### src/hw/rtl/multibyte_char_segmenter_top_assert.svh
// Assertion macros shared by the segmenter modules.
// Each macro expects the module to have clk and arst_n in scope.
`ifndef MULTIBYTE_CHAR_SEGMENTER_TOP_ASSERT_SVH
`define MULTIBYTE_CHAR_SEGMENTER_TOP_ASSERT_SVH

// The consequent must hold in the same cycle as the antecedent.
`define MBSEG_ASSERT_NOW(label, ante, cons, msg) \
	label: assert property (@(posedge clk) disable iff (!arst_n) (ante) |-> (cons)) \
		else $error(msg);

// The consequent must hold in the cycle after the antecedent.
`define MBSEG_ASSERT_NEXT(label, ante, cons, msg) \
	label: assert property (@(posedge clk) disable iff (!arst_n) (ante) |=> (cons)) \
		else $error(msg);

`endif

### src/hw/rtl/mbseg_pkg.sv
`timescale 1ns / 1ps
`default_nettype none

package mbseg_pkg;

	typedef enum logic [1:0] {
		MODE_GB2312  = 2'd0,
		MODE_BIG5    = 2'd1,
		MODE_GB18030 = 2'd2,
		MODE_UTF8    = 2'd3
	} mode_t;

	// Range flags of one byte, computed once when the byte enters.
	typedef struct packed {
		logic       nul;
		logic       below_80;
		logic       gb_single;
		logic       trail2;
		logic       digit;
		logic       trail3;
		logic [2:0] utf_len;
	} class_t;

	localparam int CLASS_BITS = $bits(class_t);

	typedef struct packed {
		logic [7:0] data;
		class_t     cls;
	} q_item_t;

	// Decision on the character at the head of the held bytes.
	// A length of zero marks the end of the string.
	typedef struct packed {
		logic       more;
		logic [2:0] len;
	} head_t;

	localparam int QUEUE_DEPTH = 4;
	localparam int QPTR_W = $clog2(QUEUE_DEPTH);
	localparam int QCNT_W = $clog2(QUEUE_DEPTH + 1);

	function automatic head_t head_len(class_t [3:0] c, logic [2:0] n, mode_t mode);
		head_t h;
		h.more = 1'b0;
		h.len = 3'd1;
		if (c[0].nul) begin
			h.len = 3'd0;
		end else begin
			case (mode)
				MODE_GB2312, MODE_BIG5: begin
					if (c[0].below_80) h.len = 3'd1;
					else if (n >= 3'd2) h.len = 3'd2;
					else h.more = 1'b1;
				end
				MODE_GB18030: begin
					if (c[0].gb_single) h.len = 3'd1;
					else if (n < 3'd2) h.more = 1'b1;
					else if (c[1].trail2) h.len = 3'd2;
					else if (!c[1].digit) h.len = 3'd1;
					else if (n < 3'd3) h.more = 1'b1;
					else if (!c[2].trail3) h.len = 3'd1;
					else if (n < 3'd4) h.more = 1'b1;
					else h.len = c[3].digit ? 3'd4 : 3'd1;
				end
				MODE_UTF8: begin
					h.len = c[0].utf_len;
					h.more = (c[0].utf_len > n);
				end
				default: begin
					h.len = c[0].utf_len;
					h.more = (c[0].utf_len > n);
				end
			endcase
		end
		return h;
	endfunction

endpackage

`default_nettype wire

### src/hw/rtl/multibyte_char_segmenter_top.sv
// Multibyte character segmenter: bytes enter on the in channel, one per item,
// and leave grouped into characters under the encoding held in the one
// configuration register (0 GB2312, 1 Big5, 2 GB18030, 3 UTF-8, reset 3),
// which must be written only while no bytes are in flight. A four-entry input
// queue decouples the byte input from the decoder; the decoder absorbs a byte
// and then releases in turn each character result that the byte completes,
// up to four when a failed GB18030 check lets them go together. It takes no
// new byte until it has released every result of the last, and a stalled
// output holds it. Each result carries the packed character, its byte count,
// the saturating per-string count and a flag marking the final result caused
// by the byte; a NUL lead byte yields an end-of-string item and restarts the
// count.
`timescale 1ns / 1ps
`default_nettype none

module multibyte_char_segmenter_top #(
	parameter int COUNT_BITS = 16
) (
	input  wire logic        clk,
	input  wire logic        arst_n,
	input  wire logic        cfg_valid,
	output logic             cfg_ready,
	input  wire logic [1:0]  cfg_data,
	input  wire logic        in_valid,
	output logic             in_stall,
	input  wire logic [7:0]  in_byte,
	output logic             out_valid,
	input  wire logic        out_stall,
	output logic [31:0]      char_value,
	output logic [2:0]       byte_count,
	output logic [15:0]      char_count,
	output logic             end_of_string,
	output logic             last_result
);

	mbseg_pkg::mode_t      encoding_mode_q;
	logic                  q_valid;
	mbseg_pkg::q_item_t    q_item;
	logic                  q_pop;

	assign cfg_ready = 1'b1;

	always_ff @(posedge clk or negedge arst_n) begin
		if (!arst_n) begin
			encoding_mode_q <= mbseg_pkg::MODE_UTF8;
		end else if (cfg_valid && cfg_ready) begin
			encoding_mode_q <= mbseg_pkg::mode_t'(cfg_data);
		end
	end

	mbseg_front u_front (
		.clk      (clk),
		.arst_n   (arst_n),
		.in_valid (in_valid),
		.in_stall (in_stall),
		.in_byte  (in_byte),
		.q_valid  (q_valid),
		.q_item   (q_item),
		.q_pop    (q_pop)
	);

	mbseg_back #(
		.COUNT_BITS (COUNT_BITS)
	) u_back (
		.clk           (clk),
		.arst_n        (arst_n),
		.mode          (encoding_mode_q),
		.q_valid       (q_valid),
		.q_item        (q_item),
		.q_pop         (q_pop),
		.out_valid     (out_valid),
		.out_stall     (out_stall),
		.char_value    (char_value),
		.byte_count    (byte_count),
		.char_count    (char_count),
		.end_of_string (end_of_string),
		.last_result   (last_result)
	);

endmodule

`default_nettype wire

### src/hw/rtl/mbseg_front.sv
`timescale 1ns / 1ps
`default_nettype none

module mbseg_front (
	input  wire logic                clk,
	input  wire logic                arst_n,
	input  wire logic                in_valid,
	output logic                     in_stall,
	input  wire logic [7:0]          in_byte,
	output logic                     q_valid,
	output mbseg_pkg::q_item_t       q_item,
	input  wire logic                q_pop
);

	`include "multibyte_char_segmenter_top_assert.svh"

	mbseg_pkg::q_item_t                     mem_q [mbseg_pkg::QUEUE_DEPTH];
	logic [mbseg_pkg::QPTR_W-1:0]           wr_ptr_q;
	logic [mbseg_pkg::QPTR_W-1:0]           rd_ptr_q;
	logic [mbseg_pkg::QCNT_W-1:0]           count_q;
	mbseg_pkg::class_t                      cls;
	logic                                   push;
	logic                                   pop;

	always_comb begin
		cls.nul = (in_byte == 8'h00);
		cls.below_80 = (in_byte < 8'h80);
		cls.gb_single = (in_byte <= 8'h80) || (in_byte == 8'hff);
		cls.trail2 = (in_byte >= 8'h40) && (in_byte <= 8'hfe) && (in_byte != 8'h7f);
		cls.digit = (in_byte >= 8'h30) && (in_byte <= 8'h39);
		cls.trail3 = (in_byte >= 8'h81) && (in_byte <= 8'hfe);
		if (in_byte < 8'h80) cls.utf_len = 3'd1;
		else if (in_byte < 8'he0) cls.utf_len = 3'd2;
		else if (in_byte < 8'hf0) cls.utf_len = 3'd3;
		else cls.utf_len = 3'd4;
	end

	assign in_stall = (count_q == mbseg_pkg::QCNT_W'(mbseg_pkg::QUEUE_DEPTH));
	assign push = in_valid && !in_stall;
	assign q_valid = (count_q != '0);
	assign pop = q_pop && q_valid;
	assign q_item = mem_q[rd_ptr_q];

	always_ff @(posedge clk) begin
		if (push) begin
			mem_q[wr_ptr_q] <= '{data: in_byte, cls: cls};
		end
	end

	always_ff @(posedge clk or negedge arst_n) begin
		if (!arst_n) begin
			wr_ptr_q <= '0;
			rd_ptr_q <= '0;
			count_q <= '0;
		end else begin
			if (push) wr_ptr_q <= wr_ptr_q + mbseg_pkg::QPTR_W'(1);
			if (pop) rd_ptr_q <= rd_ptr_q + mbseg_pkg::QPTR_W'(1);
			if (push && !pop) count_q <= count_q + mbseg_pkg::QCNT_W'(1);
			else if (pop && !push) count_q <= count_q - mbseg_pkg::QCNT_W'(1);
		end
	end

	`MBSEG_ASSERT_NOW(a_queue_bound, 1'b1,
		count_q <= mbseg_pkg::QCNT_W'(mbseg_pkg::QUEUE_DEPTH),
		"Queue holds more items than its depth.")
	`MBSEG_ASSERT_NEXT(a_queue_empty_no_pop, !q_valid && !push,
		count_q == '0, "Empty queue changed without a push.")

endmodule

`default_nettype wire

### src/hw/rtl/mbseg_back.sv
`timescale 1ns / 1ps
`default_nettype none

module mbseg_back #(
	parameter int COUNT_BITS = 16
) (
	input  wire logic                clk,
	input  wire logic                arst_n,
	input  wire mbseg_pkg::mode_t    mode,
	input  wire logic                q_valid,
	input  wire mbseg_pkg::q_item_t  q_item,
	output logic                     q_pop,
	output logic                     out_valid,
	input  wire logic                out_stall,
	output logic [31:0]              char_value,
	output logic [2:0]               byte_count,
	output logic [15:0]              char_count,
	output logic                     end_of_string,
	output logic                     last_result
);

	`include "multibyte_char_segmenter_top_assert.svh"

	typedef enum logic [1:0] {
		ST_IDLE = 2'b01,
		ST_RUN  = 2'b10
	} state_t;

	state_t                          st_q;
	logic [3:0][7:0]                 hb_q;
	mbseg_pkg::class_t [3:0]         hc_q;
	logic [2:0]                      cnt_q;
	logic [COUNT_BITS-1:0]           chars_q;
	logic                            out_valid_q;
	logic [31:0]                     value_q;
	logic [2:0]                      bc_q;
	logic [15:0]                     count_q;
	logic                            eos_q;
	logic                            last_q;

	mbseg_pkg::head_t                cur;
	mbseg_pkg::head_t                rem;
	logic [2:0]                      used;
	logic [2:0]                      rem_n;
	logic [3:0][7:0]                 rb;
	mbseg_pkg::class_t [3:0]         rc;
	logic [31:0]                     value;
	logic [COUNT_BITS-1:0]           chars_sat;
	logic                            load;
	logic                            emit;
	logic                            last;

	assign cur = mbseg_pkg::head_len(hc_q, cnt_q, mode);
	assign used = (cur.len == 3'd0) ? 3'd1 : cur.len;
	assign rem_n = cnt_q - used;

	always_comb begin
		case (used)
			3'd2: begin
				rb = {16'h0, hb_q[3:2]};
				rc = {{(2 * mbseg_pkg::CLASS_BITS){1'b0}}, hc_q[3:2]};
			end
			3'd3: begin
				rb = {24'h0, hb_q[3]};
				rc = {{(3 * mbseg_pkg::CLASS_BITS){1'b0}}, hc_q[3]};
			end
			3'd4: begin
				rb = '0;
				rc = '0;
			end
			default: begin
				rb = {8'h0, hb_q[3:1]};
				rc = {{mbseg_pkg::CLASS_BITS{1'b0}}, hc_q[3:1]};
			end
		endcase
	end

	assign rem = mbseg_pkg::head_len(rc, rem_n, mode);
	assign last = (rem_n == 3'd0) || rem.more;

	always_comb begin
		case (cur.len)
			3'd1: value = {24'h0, hb_q[0]};
			3'd2: value = {16'h0, hb_q[0], hb_q[1]};
			3'd3: value = {8'h0, hb_q[0], hb_q[1], hb_q[2]};
			3'd4: value = {hb_q[0], hb_q[1], hb_q[2], hb_q[3]};
			default: value = 32'h0;
		endcase
	end

	assign chars_sat = (&chars_q) ? chars_q : chars_q + COUNT_BITS'(1);
	assign load = (st_q == ST_IDLE) && q_valid;
	assign q_pop = load;
	assign emit = (st_q == ST_RUN) && !cur.more && (!out_valid_q || !out_stall);

	always_ff @(posedge clk or negedge arst_n) begin
		if (!arst_n) begin
			st_q <= ST_IDLE;
			cnt_q <= 3'd0;
			chars_q <= '0;
			out_valid_q <= 1'b0;
		end else begin
			case (st_q)
				ST_IDLE: begin
					if (load) begin
						cnt_q <= cnt_q + 3'd1;
						st_q <= ST_RUN;
					end
				end
				ST_RUN: begin
					if (cur.more) begin
						st_q <= ST_IDLE;
					end else if (emit) begin
						cnt_q <= rem_n;
						if (last) st_q <= ST_IDLE;
					end
				end
				default: begin
					st_q <= ST_IDLE;
				end
			endcase
			if (emit) begin
				chars_q <= (cur.len == 3'd0) ? '0 : chars_sat;
				out_valid_q <= 1'b1;
			end else if (!out_stall) begin
				out_valid_q <= 1'b0;
			end
		end
	end

	always_ff @(posedge clk) begin
		if (load) begin
			hb_q[cnt_q[1:0]] <= q_item.data;
			hc_q[cnt_q[1:0]] <= q_item.cls;
		end else if (emit) begin
			hb_q <= rb;
			hc_q <= rc;
		end
		if (emit) begin
			value_q <= value;
			bc_q <= cur.len;
			count_q <= (cur.len == 3'd0) ? 16'(chars_q) : 16'(chars_sat);
			eos_q <= (cur.len == 3'd0);
			last_q <= last;
		end
	end

	assign out_valid = out_valid_q;
	assign char_value = value_q;
	assign byte_count = bc_q;
	assign char_count = count_q;
	assign end_of_string = eos_q;
	assign last_result = last_q;

	`MBSEG_ASSERT_NOW(a_idle_held_bound, st_q == ST_IDLE, cnt_q <= 3'd3,
		"Idle with a full set of held bytes.")
	`MBSEG_ASSERT_NEXT(a_last_goes_idle, emit && last, st_q == ST_IDLE,
		"Final result of a byte did not end its step.")
	`MBSEG_ASSERT_NOW(a_marker_empty, out_valid_q && eos_q,
		(value_q == 32'h0) && (bc_q == 3'd0), "End marker carries character data.")
	`MBSEG_ASSERT_NOW(a_char_nonempty, out_valid_q && !eos_q, bc_q != 3'd0,
		"Character result with no bytes.")

endmodule

`default_nettype wire

### config.mk
export PLATFORM = sky130hd
export DESIGN_NAME = multibyte_char_segmenter_top
export DESIGN_NICKNAME = d
export VERILOG_FILES = /design/src/hw/rtl/mbseg_pkg.sv /design/src/hw/rtl/multibyte_char_segmenter_top.sv /design/src/hw/rtl/mbseg_front.sv /design/src/hw/rtl/mbseg_back.sv
export VERILOG_INCLUDE_DIRS = /design/src /design/src/hw/rtl
export SDC_FILE = /design/constraint.sdc
export NUM_CORES = 1
export LEC_CHECK = 0
export BUFFER_PORTS_ARGS = -buffer_cell sky130_fd_sc_hd__buf_2
export CORE_MARGIN = 3
export CORE_UTILIZATION = 55
export DETAILED_ROUTE_END_ITERATION = 16
export PLACE_DENSITY = 0.72
export SYNTH_ARGS = -nofsm -noshare
export SYNTH_HDL_FRONTEND = slang
export SYNTH_SLANG_ARGS = --single-unit
### constraint.sdc
create_clock -name clk -period 7.8 [get_ports clk]
set_input_delay 1.56 -clock clk [delete_from_list [all_inputs] [get_ports clk]]
set_output_delay 1.56 -clock clk [all_outputs]
set_load 0.02 [all_outputs]
==> results.toml <==
[floorplanning]
pin_count = 71
die-area_um2 = 20300
rows = 49
fp.dieW_um = 142
initial_core_util = 0.564
core_area_um2 = 18100
die_h_um = 142

[timing]
post-route-period-util = 0.580
relSlewSlack = 0.231
fin_skew_ns = 0.0165
tns_ns = 0
setup_viol = 0
finalMaxSlewViolations = 0
fmax_mhz = 221
worst_pin_slew_ns = 1.15
rsz0062_at_grt = "false"
hold_viol = 0
min_period_ns = 4.52

[synth]
syn_area_per_cell_um2 = 12.7
post_synth_num_cell_types = 69
synth-main-ff-cell = "edfxtp_1"
synth_warnings = 0
yosys.area.top_type = "edfxtp_1"
ys_seq_elements = 216
synthCells = 805
async_flop_share = 0.144
synth_area_um2 = 10200
synth_area_leaders = "edfxtp_1 54%, dfrtp_1 6.8%, mux4_2 3.7%"
synth-edff-count = 185
synth.most_common_cell = "edfxtp_1"
synth_seq_area_share = 0.619
synthTopCellsByCount = "185 x edfxtp_1, 98 x nand2_1, 62 x nor2_1, 42 x o21ai_0"
synthesis.nets = 839
yosys.area.top_type_share = 0.542

[global_route]
antenna_found_initial = 0
gr-usage-all-layers = 0.212
grt_pass1_wl_um = 34700
grt_pass1_vias = 6538
grt_max_degree = 64
gr-total-overflow = 0

[power]
p_per_area_nw_per_um2 = 446
p_leak_nw = 4.36
ir_drop_uv = 226

[worst_hold_path]
min_path_type = "reg -> reg"

[placed_design]
place_congestion = 0.871
hpwl_um = 14200
numPortBuffers = 69
place_area_um2 = 10700

[layout]
area.growth.synth_to_final_pct = 11.5
insertedDiodeCount = 0
finalInstanceArea_um2 = 11400
layout.nets = 893
drive_gt1_frac = 0.164

[routing]
ant_nets = 0
drc = 0
firstDrtPassIters = 6
drt-wirelength-per-cell_um = 19.7
drtIter0Drc = 550
routed_wl_um = 21700
via_per_inst = 6.11
vias = 6742

[setup_path]
crit_path_end_kind = "register"
worstSetupPathType = "reg -> reg"
critPathRequiredTime_ns = 8.19
cp-start-kind = "register"
worstPathArrival_ns = 4.91
crit_fanout = 36
crit_buf_inv = 4
cpLargestDelayFamily = "compound AO/OA/AOI/OAI gates"
cpPeakStageDelay_ns = 0.43
crit_chain = "inv_1 > ha_1 > or3_1 > a21oi_2 > o31ai_4 > buf_4 > nand2_1 > ha_1 > inv_1 > fa_1 > xnor2_1 > xnor2_1 > inv_1 > ha_1 > o21ai_0 > a32oi_1 > o21ai_0 > o211ai_1 > o31ai_1 > o31a_1"
cp_slowest_cell = "fa_1"

[clocking]
clk_latency_ns = 0.50
root_buffer = "clkbuf_16"
cts.sinks = 216
postCtsSetupRepairBufs = 0
cts_hold_buf = 0
cts_buffer_depth = 3
path_clk_slew_ns = 0.06
cts_resized = 0
cts_tree = "done"
numCtsBuffers = 23
cts_max_level = 1

[job]
cap_viol_max_count = 0

[status]
outcome = "completed"
-- sequential cells by signal, indices dropped and copies added (netlist names) --
register and cells:
encoding_mode_q 2, u_back.byte_count 3, u_back.char_count 16, u_back.char_value 32, u_back.chars_q 16, u_back.cnt_q 3
u_back.end_of_string 1, u_back.hb_q 32, u_back.hc_q 32, u_back.last_result 1, u_back.out_valid 1, u_back.st_q 2
u_front.count_q 3, u_front.mem_q 68, u_front.rd_ptr_q 2, u_front.wr_ptr_q 2
-- area by class of cell --
type | count | area (um2)
Clock buffer | 28 | 594
Clock inverter | 12 | 108
Fill cell | 1365 | 6730
Inverter | 31 | 116
Multi-Input combinational cell | 512 | 3590
Sequential cell | 216 | 6330
Tap cell | 229 | 287
Timing Repair Buffer | 75 | 390
-- placed cells by master, fill, tap and decap left out, drive strengths merged, types with 3 or more instances in the layout --
| cell | n |
|---|---|
| edfxtp | 185 |
| a21oi | 22 |
| o31ai | 9 |
| dfstp | 3 |
| or2 | 4 |
| nand4 | 5 |
| mux4 | 17 |
| nand3 | 16 |
| clkinv | 8 |
| a311oi | 3 |
| a31oi | 17 |
| nor2b | 5 |
| dfrtp | 28 |
| nor3 | 9 |
| clkbuf | 28 |
| mux2i | 36 |
| a22oi | 23 |
| nand2b | 4 |
| xnor2 | 9 |
| nand2 | 98 |
| and2 | 17 |
| xor2 | 8 |
| a22o | 36 |
| buf | 75 |
| o211ai | 4 |
| ha | 17 |
| o21ai | 42 |
| nor2 | 63 |
| and4 | 4 |
| a32oi | 3 |
| inv | 32 |
-- report_power, final --
group	switching (W)	total, W	leakage, nW	internal, W
registers	0.000294	0.00210	2.14	0.00180
logic	0.00124	0.00197	1.88	0.000727
clock network	0.000421	0.00103	0.337	0.000605
total	0.00196	0.00509	4.36	0.00314
-- worst reg2reg max path: stages, from the launching register on --
cell and delay (ns):
dfrtp_1 0.42, inv_1 0.13, ha_1 0.23, or3_1 0.35, a21oi_2 0.32, o31ai_4 0.11
buf_4 0.28, nand2_1 0.13, ha_1 0.14, inv_1 0.06, fa_1 0.43, xnor2_1 0.24
xnor2_1 0.23, inv_1 0.13, ha_1 0.31, o21ai_0 0.08, a32oi_1 0.16, o21ai_0 0.10
o211ai_1 0.10, o31ai_1 0.16, o31a_1 0.31
-- worst paths after layout --
kind	start	end	slack (ns)	cells after the start
max reg2reg	u_back.cnt_q[0]	u_back.st_q[1]	3.28	20
min reg2reg	u_front.count_q[2]	u_front.count_q[2]	0.50	1
min	u_front.count_q[2]	u_front.count_q[2]	0.50	1
max in group asynchronous	arst_n	u_front.wr_ptr_q[1]	6.20	1
min in group asynchronous	arst_n	u_back.chars_q[10]	1.12	1
max	u_back.cnt_q[0]	u_back.st_q[1]	3.28	20
-- cells by family (layout without fill, tap and decap cells) --
logic type | count (synthesis) | count (layout) | share of synthesized area
fa+ha+maj | 19 | 19 | 0.0247
other cells | 1 | 1 | 0.000366
xor+xnor | 17 | 17 | 0.0145
flops | 216 | 216 | 0.619
simple gates | 235 | 235 | 0.104
buf+inv | 77 | 146 | 0.0314
compound gates | 185 | 185 | 0.132
mux | 55 | 55 | 0.0748
-- per-layer routing --
metal | vias to the layer above | GRT usage | wire (um)
met3 | 28 | 0.0316 | 1350
met2 | 248 | 0.366 | 10800
li1 | 3146 | - | -
met5 | - | 0 | 0
met1 | 3320 | 0.287 | 9260
met4 | 0 | 0.0465 | 292
-- stage by stage --
step	std cells	total power (W)	setup slack (ns)	util	hold slack [ns]
floorplan	805	0.00352	3.27	-	0.456
global placement	1063	0.00399	3.38	0.591	0.473
detailed placement	1063	0.00408	3.31	0.591	0.498
CTS	1103	0.00512	3.26	0.629	0.505
global route	1103	0.00540	2.96	0.629	0.520
finish	1103	0.00509	3.28	0.629	0.501
Note: power is estimated with default switching activity, not from simulation.
